[src/u8sd_pkg.sv]
// shared types, constants and byte-class helpers for the utf-8 stream decoder
// no dependencies; used by u8sd_ctrl, u8sd_dpath and utf8_stream_decoder
package u8sd_pkg;

	// replacement character given for malformed or cut-off sequences
	localparam logic [20:0] REPL_CP = 21'h00FFFD;

	// byte class masks and patterns
	localparam logic [7:0] CONT_MASK = 8'hC0;
	localparam logic [7:0] CONT_PAT  = 8'h80;
	localparam logic [7:0] ASCII_LIM = 8'h80;
	localparam logic [7:0] LEAD2_MSK = 8'hE0;
	localparam logic [7:0] LEAD2_PAT = 8'hC0;
	localparam logic [7:0] LEAD3_MSK = 8'hF0;
	localparam logic [7:0] LEAD3_PAT = 8'hE0;
	localparam logic [7:0] LEAD4_MSK = 8'hF8;
	localparam logic [7:0] LEAD4_PAT = 8'hF0;

	// window of held bytes plus the new byte
	localparam int unsigned WIN_DEPTH = 4;

	typedef enum logic [0:0] {
		ST_IDLE,
		ST_SCAN
	} state_t;

	// controller to datapath
	typedef struct packed {
		logic load;   // take the input request into the window
		logic step;   // resolve one sequence at the scan pointer
	} cmd_t;

	// datapath to controller
	typedef struct packed {
		logic emit;     // current step gives a result
		logic finish;   // current step ends the scan of this window
		logic out_free; // output register can take a result this cycle
	} status_t;

	// sequence length from the lead byte, 0 for stray continuation or invalid lead
	function automatic logic [2:0] seq_len(input logic [7:0] b);
		logic [2:0] len;
		len = 3'd0;
		if (b < ASCII_LIM)
			len = 3'd1;
		else if ((b & LEAD2_MSK) == LEAD2_PAT)
			len = 3'd2;
		else if ((b & LEAD3_MSK) == LEAD3_PAT)
			len = 3'd3;
		else if ((b & LEAD4_MSK) == LEAD4_PAT)
			len = 3'd4;
		return len;
	endfunction

	function automatic logic is_cont(input logic [7:0] b);
		return (b & CONT_MASK) == CONT_PAT;
	endfunction

endpackage

[src/utf8_stream_decoder.sv]
// utf-8 stream decoder: bytes in, code points out
// top level; depends on u8sd_pkg, u8sd_ctrl and u8sd_dpath
//
// Usage: the input channel (in_valid/in_ready) carries one byte of a UTF-8
// string per request with end_of_string marking its final byte. The output
// channel (out_valid/out_ready) carries code points, 0xFFFD with
// is_replacement for malformed or cut-off sequences. run_last marks the last
// result caused by an input byte, string_done the last result of a string.
// A byte that only extends an unfinished sequence gives no result.
// Operation: a byte is taken, then the decoder resolves one sequence per
// cycle from a four-byte window (held bytes plus the new byte), holding
// while a result has no room in the output register. A byte that leaves
// an unfinished sequence held takes a further scan step with no result;
// in_ready is high again after the scan ends. The first result is
// registered by the first scan step after the byte is taken.
// The sequencer takes no new byte until the scan of the current byte ends.
// The last result waits in the output register while the next byte is
// taken. While the output register is full and out_ready is low, the scan
// holds with its result pending and takes no new byte. Reset clears the
// held bytes and the output register; the next byte starts a new string.
module utf8_stream_decoder (
	input  logic        clk,
	input  logic        arst_n,
	input  logic        in_valid,
	output logic        in_ready,
	input  logic [7:0]  data_byte,
	input  logic        end_of_string,
	output logic        out_valid,
	input  logic        out_ready,
	output logic [20:0] code_point,
	output logic        is_replacement,
	output logic        run_last,
	output logic        string_done
);

	u8sd_pkg::cmd_t    cmd;
	u8sd_pkg::status_t status;

	// sequencer
	u8sd_ctrl u_ctrl (
		.clk      (clk),
		.arst_n   (arst_n),
		.in_valid (in_valid),
		.in_ready (in_ready),
		.status   (status),
		.cmd      (cmd)
	);

	// window, decode and output register
	u8sd_dpath u_dpath (
		.clk            (clk),
		.arst_n         (arst_n),
		.cmd            (cmd),
		.status         (status),
		.data_byte      (data_byte),
		.end_of_string  (end_of_string),
		.out_valid      (out_valid),
		.out_ready      (out_ready),
		.code_point     (code_point),
		.is_replacement (is_replacement),
		.run_last       (run_last),
		.string_done    (string_done)
	);

endmodule

[src/u8sd_ctrl.sv]
// controller state machine for the utf-8 stream decoder
// depends on u8sd_pkg; drives u8sd_dpath through cmd_t, reads status_t
module u8sd_ctrl (
	input  logic               clk,
	input  logic               arst_n,
	input  logic               in_valid,
	output logic               in_ready,
	input  u8sd_pkg::status_t  status,
	output u8sd_pkg::cmd_t     cmd
);

	u8sd_pkg::state_t state_q, state_d;

	// state register
	always_ff @(posedge clk or negedge arst_n) begin
		if (!arst_n)
			state_q <= u8sd_pkg::ST_IDLE;
		else
			state_q <= state_d;
	end

	// next state and commands
	always_comb begin
		state_d  = state_q;
		cmd      = '0;
		in_ready = 1'b0;
		unique case (state_q)
			u8sd_pkg::ST_IDLE: begin
				in_ready = 1'b1;
				if (in_valid) begin
					cmd.load = 1'b1;
					state_d  = u8sd_pkg::ST_SCAN;
				end
			end
			u8sd_pkg::ST_SCAN: begin
				// a step that gives a result waits for room in the output register
				if (!status.emit || status.out_free) begin
					cmd.step = 1'b1;
					if (status.finish)
						state_d = u8sd_pkg::ST_IDLE;
				end
			end
			default: state_d = u8sd_pkg::ST_IDLE;
		endcase
	end

endmodule

[src/u8sd_dpath.sv]
// datapath of the utf-8 stream decoder: byte window, scan pointer, decode, output register
// depends on u8sd_pkg; commanded by u8sd_ctrl
module u8sd_dpath (
	input  logic               clk,
	input  logic               arst_n,
	input  u8sd_pkg::cmd_t     cmd,
	output u8sd_pkg::status_t  status,
	input  logic [7:0]         data_byte,
	input  logic               end_of_string,
	output logic               out_valid,
	input  logic               out_ready,
	output logic [20:0]        code_point,
	output logic               is_replacement,
	output logic               run_last,
	output logic               string_done
);

	// window and scan state
	logic [7:0]  win_q [u8sd_pkg::WIN_DEPTH];
	logic [2:0]  cnt_q;
	logic [1:0]  ptr_q;
	logic        eos_q;

	// output register
	logic        out_valid_q;
	logic [20:0] cp_q;
	logic        err_q;
	logic        last_q;
	logic        done_q;

	// decode signals
	logic [7:0]  lead, c1, c2, c3, la_byte;
	logic [2:0]  len, la_len, p_end, next_p;
	logic        short_seq, conts_ok, la_short, last;
	logic        res_err;
	logic [20:0] cp_build, res_cp;

	// decode the sequence at the scan pointer
	always_comb begin
		lead      = win_q[ptr_q];
		c1        = win_q[ptr_q + 2'd1];
		c2        = win_q[ptr_q + 2'd2];
		c3        = win_q[ptr_q + 2'd3];
		len       = u8sd_pkg::seq_len(lead);
		p_end     = {1'b0, ptr_q} + len;
		short_seq = (len != 3'd0) && (p_end > cnt_q);
		conts_ok  = (len < 3'd2 || u8sd_pkg::is_cont(c1)) &&
		            (len < 3'd3 || u8sd_pkg::is_cont(c2)) &&
		            (len < 3'd4 || u8sd_pkg::is_cont(c3));
		unique case (len)
			3'd1:    cp_build = {13'd0, lead};
			3'd2:    cp_build = {10'd0, lead[4:0], c1[5:0]};
			3'd3:    cp_build = {5'd0, lead[3:0], c1[5:0], c2[5:0]};
			3'd4:    cp_build = {lead[2:0], c1[5:0], c2[5:0], c3[5:0]};
			default: cp_build = '0;
		endcase
		res_err = (len == 3'd0) || short_seq || !conts_ok;
		res_cp  = res_err ? u8sd_pkg::REPL_CP : cp_build;
		// a bad continuation consumes only the lead
		next_p  = (len != 3'd0 && conts_ok) ? p_end : ({1'b0, ptr_q} + 3'd1);
	end

	// look ahead one sequence to know whether this result ends the request
	always_comb begin
		la_byte  = win_q[next_p[1:0]];
		la_len   = u8sd_pkg::seq_len(la_byte);
		la_short = (la_len != 3'd0) &&
		           (({1'b0, next_p} + {1'b0, la_len}) > {1'b0, cnt_q});
		last     = short_seq || (next_p == cnt_q) || (!eos_q && la_short);
	end

	// status to the controller
	always_comb begin
		status.emit     = !short_seq || eos_q;
		status.finish   = short_seq || (next_p == cnt_q);
		status.out_free = !out_valid_q || out_ready;
	end

	// window count, scan pointer and end-of-string flag
	always_ff @(posedge clk or negedge arst_n) begin
		if (!arst_n) begin
			cnt_q <= '0;
			ptr_q <= '0;
			eos_q <= 1'b0;
		end else if (cmd.load) begin
			cnt_q <= cnt_q + 3'd1;
			ptr_q <= '0;
			eos_q <= end_of_string;
		end else if (cmd.step) begin
			if (status.finish) begin
				ptr_q <= '0;
				// an unfinished sequence stays held unless the string ends
				if (short_seq && !eos_q)
					cnt_q <= cnt_q - {1'b0, ptr_q};
				else
					cnt_q <= '0;
			end else begin
				ptr_q <= next_p[1:0];
			end
		end
	end

	// window bytes: append on load, move held bytes to the front on hold
	always_ff @(posedge clk) begin
		if (cmd.load) begin
			win_q[cnt_q[1:0]] <= data_byte;
		end else if (cmd.step && status.finish && short_seq && !eos_q) begin
			for (int i = 0; i < u8sd_pkg::WIN_DEPTH - 1; i++)
				win_q[i] <= win_q[ptr_q + 2'(i)];
		end
	end

	// output valid
	always_ff @(posedge clk or negedge arst_n) begin
		if (!arst_n)
			out_valid_q <= 1'b0;
		else if (cmd.step && status.emit)
			out_valid_q <= 1'b1;
		else if (out_ready)
			out_valid_q <= 1'b0;
	end

	// output payload
	always_ff @(posedge clk) begin
		if (cmd.step && status.emit) begin
			cp_q   <= res_cp;
			err_q  <= res_err;
			last_q <= last;
			done_q <= last && eos_q;
		end
	end

	assign out_valid      = out_valid_q;
	assign code_point     = cp_q;
	assign is_replacement = err_q;
	assign run_last       = last_q;
	assign string_done    = done_q;

	// window never holds more than four bytes
	a_cnt_range: assert property (@(posedge clk) disable iff (!arst_n)
		cnt_q <= 3'd4)
		else $error("window count out of range");

	// an error result always carries the replacement character
	a_err_cp: assert property (@(posedge clk) disable iff (!arst_n)
		(out_valid_q && err_q) |-> (cp_q == u8sd_pkg::REPL_CP))
		else $error("error result without replacement code point");

	// end of string leaves nothing held
	a_eos_clear: assert property (@(posedge clk) disable iff (!arst_n)
		(cmd.step && status.finish && eos_q) |=> (cnt_q == 3'd0))
		else $error("bytes held across end of string");

	// string_done only on the last result of a request
	a_done_last: assert property (@(posedge clk) disable iff (!arst_n)
		(out_valid_q && done_q) |-> last_q)
		else $error("string_done without run_last");

	// a result is never overwritten while stalled
	a_no_overwrite: assert property (@(posedge clk) disable iff (!arst_n)
		(cmd.step && status.emit) |-> (!out_valid_q || out_ready))
		else $error("result overwritten while output stalled");

endmodule

[config.mk]
export PLATFORM = sky130hd
export DESIGN_NAME = utf8_stream_decoder
export DESIGN_NICKNAME = d
export VERILOG_FILES = /design/src/u8sd_pkg.sv /design/src/utf8_stream_decoder.sv /design/src/u8sd_ctrl.sv /design/src/u8sd_dpath.sv
export SDC_FILE = /design/constraint.sdc
export NUM_CORES = 1
export LEC_CHECK = 0
export BUFFER_PORTS_ARGS = -buffer_cell sky130_fd_sc_hd__buf_2
export CAP_MARGIN = 20
export CORE_MARGIN = 3
export CORE_UTILIZATION = 34
export DETAILED_ROUTE_END_ITERATION = 6
export GPL_ROUTABILITY_DRIVEN = 0
export HOLD_SLACK_MARGIN = 0.1
export MAX_ROUTING_LAYER = met4
export PLACE_DENSITY_LB_ADDON = 0.3
export SYNTH_ARGS = -nofsm -noshare
export SYNTH_HDL_FRONTEND = slang
export SYNTH_SLANG_ARGS = --single-unit
[constraint.sdc]
create_clock -name clk -period 6.12 [get_ports clk]
set_clock_uncertainty 0.1 [all_clocks]
set_input_delay 0.612 -clock clk [delete_from_list [all_inputs] [get_ports clk]]
set_output_delay 0.612 -clock clk [all_outputs]
set_load 0.005 [all_outputs]
== Word level (Yosys, flattened, before mapping) ==
Memory sizes are Yosys's and may differ from the RTL's.
Index checks and enable logic that the tools add are counted.

* Memories: 1
* Memory bits (writable): 32
* Input port bits: 13
* Flip-flop bits (word level): 32
* Logic and storage cells: 110

* Eq/ne operators: 14
* $add $sub $neg: 8
* Bitwise logic cells: 1
* Multiplexer cells: 35
* Reductions and logical operators: 35
* Order comparisons: 7

{| class="wikitable"
|+ Memories
! name !! words !! width !! rd ports !! clocked after Yosys merged registers in !! wr ports !! line !! text
|-
| u_dpath.win_q || 4 || 8 || 5 || 0 || 3 || u8sd_dpath.sv:19 || <nowiki>logic [7:0] win_q [u8sd_pkg::WIN_DEPTH];</nowiki>
|}

{| class="wikitable"
|+ Operator list
! operator !! number
|-
| $pmux W21 S4 || 1
|-
| $mux W3 || 13
|-
| $lt A8 B8 Y1 const B || 2
|-
| $mux W1 || 15
|-
| $logic_and A1 B1 Y1 || 12
|-
| $eq A5 B5 Y1 const B || 2
|-
| $logic_or A1 B1 Y1 || 10
|-
| $eq A3 B3 Y1 const B || 3
|-
| $eq A4 B4 Y1 const B || 2
|-
| $mux W2 || 4
|-
| $mux W8 || 1
|-
| $reduce_or A8 Y1 || 1
|-
| $eq A2 B2 Y1 const B || 3
|-
| $eq A3 B2 Y1 const B || 2
|-
| $lt A3 B2 Y1 const B || 2
|-
| $reduce_bool A2 Y1 || 3
|-
| $reduce_bool A3 Y1 || 2
|-
| $logic_not A1 Y1 || 5
|-
| $add A2 B2 Y2 const B || 2
|-
| $add A3 B3 Y4 || 1
|-
| $gt A4 B3 Y1 || 1
|-
| $add A2 B1 Y3 const B || 1
|-
| $add A2 B3 Y3 || 1
|-
| $add A3 B1 Y3 const B || 1
|-
| other kinds (10) || 10
|}

== Longest topological paths before layout ==
An unclocked memory read counts as a cell.

* Depth in word-level cells: 24
* Gate-level depth with buffers: 25
* Gate-level depth less buffers: 23

== Cells and area by module ==
From an unflattened synthesis, not the netlist that was laid out.

* Cell total of the unflattened synthesis: 372
* Area total of the unflattened synthesis: 4375.4 sq um

{| class="wikitable"
|+ By module, submodules not included
! module !! cells an instance !! area each (sq um) !! instances
|-
| u8sd_dpath || 365 || 4306.6 || 1
|-
| u8sd_ctrl || 7 || 68.8 || 1
|}

== Least setup slack after synthesis ==
OpenSTA, ideal clock, no wires.

* Kind: register -> register
* Start point: reg u_dpath.ptr_q[0]
* End point: reg u_dpath.last_q, in the netlist u_dpath.run_last, data pin
* Library setup time: 0.274 ns
* Required time: 5.746 ns
* Stages on the path, launching flop included: 26
* Data arrival time: 5.234 ns
* Buffers on the path: 3
* Slack: 0.512 ns
* Cell sequence: dfrtp_1 > buf_6 > mux4_2 > clkbuf_1 > nor2b_1 > nand3_1 > nand2_1 > ha_1 > fa_1 > mux2_4 > buf_6 > mux2i_1 > mux2_2 > nor3b_1 > or2_1 > ha_1 > inv_1 > fa_1 > inv_1 > ha_1 > nor2b_1 > o21a_1 > o21ai_0 > a21o_1 > nand2b_1 > o311ai_1

* Word-level cells in the longest chain between the ends: 23
* Elaborated cells between the ends (all ways): 46
* Classes of those cells: add/sub (6); order compare (7); eq/ne (10); mux (9); reduce/logical (13); memory (1)

{| class="wikitable"
|+ Ends and longest elaborated chain
! what !! line !! text
|-
| start, declared || u8sd_dpath.sv:21 || <nowiki>logic [1:0] ptr_q;</nowiki>
|-
| start signal, assigned || u8sd_dpath.sv:98 || <nowiki>ptr_q <= next_p[1:0];</nowiki>
|-
| branches (longest 22 deep; another with $mem_v2 Z4 W8) || n/a ||
|-
| $logic_or A1 B1 Y1 * || u8sd_dpath.sv:69 || <nowiki>last = short_seq || (next_p == cnt_q) || (!eos_q && la_short);</nowiki>
|-
| net u_dpath.last || u8sd_dpath.sv:34 || <nowiki>logic short_seq, conts_ok, la_short, last;</nowiki>
|-
| end signal, assigned || u8sd_dpath.sv:128 || <nowiki>last_q <= last;</nowiki>
|-
| end, declared || u8sd_dpath.sv:28 || <nowiki>logic last_q;</nowiki>
|}

Mark *: on every way through the listed nets, which the timed path passes.
A chain may end at the register's enable or synchronous reset.

== Final worst setup path ==
Ends and elaborated chain as after synthesis.

==> results.txt <==
pin count of the biggest net entering global routing: 25
main combinational cell family by area after synthesis: multiplexers
CP Capture Type: flip-flop
Setup Buffers After CTS: 0
Top FF cell, synth: edfxtp_1
first-pass GRT wire length: 17.4 mm
Max-cap violations: 0
worst hold path class: in -> reg
global route overflow: 0
CP startpoint kind: flip-flop
register area share after synthesis: 0.442
critical path's top delay family: adder cells
Yosys warning total: 0
Max Slew Vio Count: 0
Crit path top cell by count: ha_1
clock-pin slew on the worst setup and hold paths: 0.06 ns
TritonCTS buffer count: 9
starting density of the core: 0.352
Post-Route WL: 10.5 mm
clk buf depth: 2
Max H-tree Level: 3
critical path class: reg -> reg
Rel. slew slack: 0.497
slowest CP cell: mux4_2
Design Area, Final: 0.00492 mm2
die width: 118 um
First-pass DRT Iterations: 7
EDFF count, synth: 56
DRT iter0 DRCs: 252
Slew @ Worst Pin: 0.747 ns
Die Y: 118 um
antenna violations before repair: 0
final worst path period share: 0.926
# nets final: 450
Site Rows: 40
Synth-to-Final Area Change: 15.5%
DRC viols: 0
Mapped Area: 0.00426 mm2
worst path required time: 6.08 ns
Fin. Hold Viols: 0
Syn Inst Count: 377
CP Data Arrival Time: 5.63 ns
post-synthesis xor/xnor area fraction: 0.0147
Root Driver: clkbuf_16
CP peak stage delay: 0.68 ns
Post-Synth Adder-Cell Area: 0.0611
Top-Level Pins: 39
CTS Sinks: 64
ratio of cells with drive above 1 in the final layout: 0.253
total die area: 0.0139 mm2
outcome: complete, no violations
antenna cells: 0
Synth Area in Compound Gates: 0.133
core area: 0.0121 mm2
Mapped Nets: 409
worst path cell trace: mux4_2 -> nor2b_1 -> nand3_1 -> nand2_1 -> ha_1 -> fa_1 -> mux2_4 -> inv_2 -> nand2_1 -> a32o_1 -> nor3b_1 -> or2_1 -> ha_1 -> inv_1 -> fa_1 -> inv_1 -> ha_1 -> nor2b_1 -> o21a_1 -> o21ai_0 -> a21o_1 -> nand2b_1 -> o311ai_1
DR WL/cell: 17.8 um
final setup vio count: 0
CTS tree: yes
synth unique cells: 58
Via-to-Cell Ratio: 5.47
WP buf/inv: 3
Peak Freq: 177 MHz
maximum fanout along the worst path: 13
HPWL after DPL: 7.93 mm
Avg Cell Area, Syn: 11.3 um2
Fin Setup TNS: 0 ns
synthesis-stage register bit count: 64
Global Route Usage Sum: 0.162
PortBufs: 38
vias in the first global route: 3175
Final ANT Viol Nets: 0
min cycle time layout: 5.66 ns
FILL cells: 1172
asr flop ratio synth: 0.125
via count: 3234
worst skew pair latency: 0.33 ns
unrepaired setup endpoints after global routing: false
multiplexer area fraction after synthesis: 0.184
dpl cell area: 0.00464 mm2
Post-Synth Simple-Gate Area: 0.130
[cell usage in the layout (no fill, tap or decap), types with 3 or more instances in the layout]
cell type	n
nor2b_1	8
a22oi_1	6
mux2i_1	14
xnor2_1	4
a221o_1	4
o21ai_0	23
buf_2	38
and3_1	5
ha_1	16
clkbuf_16	9
inv_1	14
fa_1	3
buf_4	9
clkinvlp_4	3
dfrtp_1	6
o21ai_1	5
edfxtp_1	56
nand2b_1	3
nand2_1	78
a21oi_1	10
o211ai_1	6
nand3_1	6
nor3_1	4
nor2_1	11
mux4_2	20
mux2_2	12
[timing repair]
item	in CTS	in global routing
endpoints found under the setup margin	0	1
endpoints found under the hold margin	8	0
hold buffers	1	0
gates resized for setup	0	1
[layer usage]
layer | wire [um] | global-route usage
met1 | 4840 | 0.213
met4 | 177 | 0.0579
met3 | 558 | 0.0288
met2 | 4960 | 0.254
met5 | 0 | -
[flip-flops by register name, indices dropped and copies added, names as in the netlist]
| name | flops |
|---|---|
| u_dpath.run_last | 1 |
| u_dpath.is_replacement | 1 |
| u_ctrl.state_q | 1 |
| u_dpath.win_q | 32 |
| u_dpath.out_valid | 1 |
| u_dpath.cnt_q | 3 |
| u_dpath.string_done | 1 |
| u_dpath.code_point | 21 |
| u_dpath.eos_q | 1 |
| u_dpath.ptr_q | 2 |
[synth_stat cells, types with 3 or more instances]
cell      count  share of area
mux2i_1      14          0.033
o21ai_1       5         0.0059
nand2_1      78          0.069
inv_1        14          0.012
nor2_1       12          0.011
xnor2_1       4         0.0082
buf_2         3         0.0035
nand2b_1      3         0.0044
nand3_1       6         0.0071
a221o_1       4         0.0094
mux4_2       20           0.11
ha_1         16          0.047
o21ai_0      23          0.027
nor2b_1       8          0.012
o211ai_1      6          0.011
dfrtp_1       8          0.047
a22oi_1       6          0.011
clkbuf_1     12          0.011
fa_1          3          0.014
edfxtp_1     56           0.39
a21oi_1      10          0.012
and3_1        5         0.0073
nor3_1        4         0.0047
mux2_2       12          0.032
[path summary, 6_finish.rpt]
check / start / endpoint / slack, ns / cells past startpoint
max in group asynchronous: arst_n / u_dpath.ptr_q[0] / 5.19 / 2
min: data_byte[2] / u_dpath.win_q[3][2] / 0.37 / 1
min in group asynchronous: arst_n / u_dpath.ptr_q[1] / 0.55 / 2
max reg2reg: u_dpath.ptr_q[0] / u_dpath.run_last / 0.46 / 23
max: u_dpath.ptr_q[0] / u_dpath.run_last / 0.46 / 23
min reg2reg: u_dpath.out_valid / u_dpath.out_valid / 0.45 / 2
[worst reg2reg max path, delay by kind of cell, from the launching register on]
kind	cells	cell delay, ns
and+or+nand+nor	8	1.08
buffers and inverters	3	0.31
adders and majority gates	5	1.52
DFF	1	0.51
AOI/OAI and AO/OA	5	0.83
muxes	2	1.05
[cell type report]
type / instances / area [um2] / share of cell area
clock buffers: 10 / 229 / 0.0466
repair buffers: 48 / 268 / 0.0545
inverters: 16 / 60.1 / 0.0122
well taps: 168 / 210 / 0.0428
clock inverters: 6 / 36.3 / 0.00738
multi-input cells: 279 / 2230 / 0.453
flip-flops and latches: 64 / 1880 / 0.383
[cell families after synthesis]
family / Yosys count
buffers and inverters: 34
AOI/OAI and AO/OA: 80
DFF: 64
and+or+nand+nor: 126
xor gates and xnor gates: 5
muxes: 49
adders and majority gates: 19
[through the flow]
step | setup slack, ns | std cells | utilization | hold WS, ns
6_report | 0.455 | 591 | 0.406 | 0.369
5_1_grt | 0.0404 | 591 | 0.406 | 0.364
4_1_cts | 0.399 | 591 | 0.406 | 0.356
3_5_place_dp | 0.400 | 574 | 0.383 | 0.370
3_3_place_gp | 0.592 | 574 | 0.383 | 0.372
2_1_floorplan | 0.512 | 377 | - | 0.216
Power is left out: the tool's default activity adds up to more than one toggle a clock period on the data nets, which glitch-free logic cannot reach.
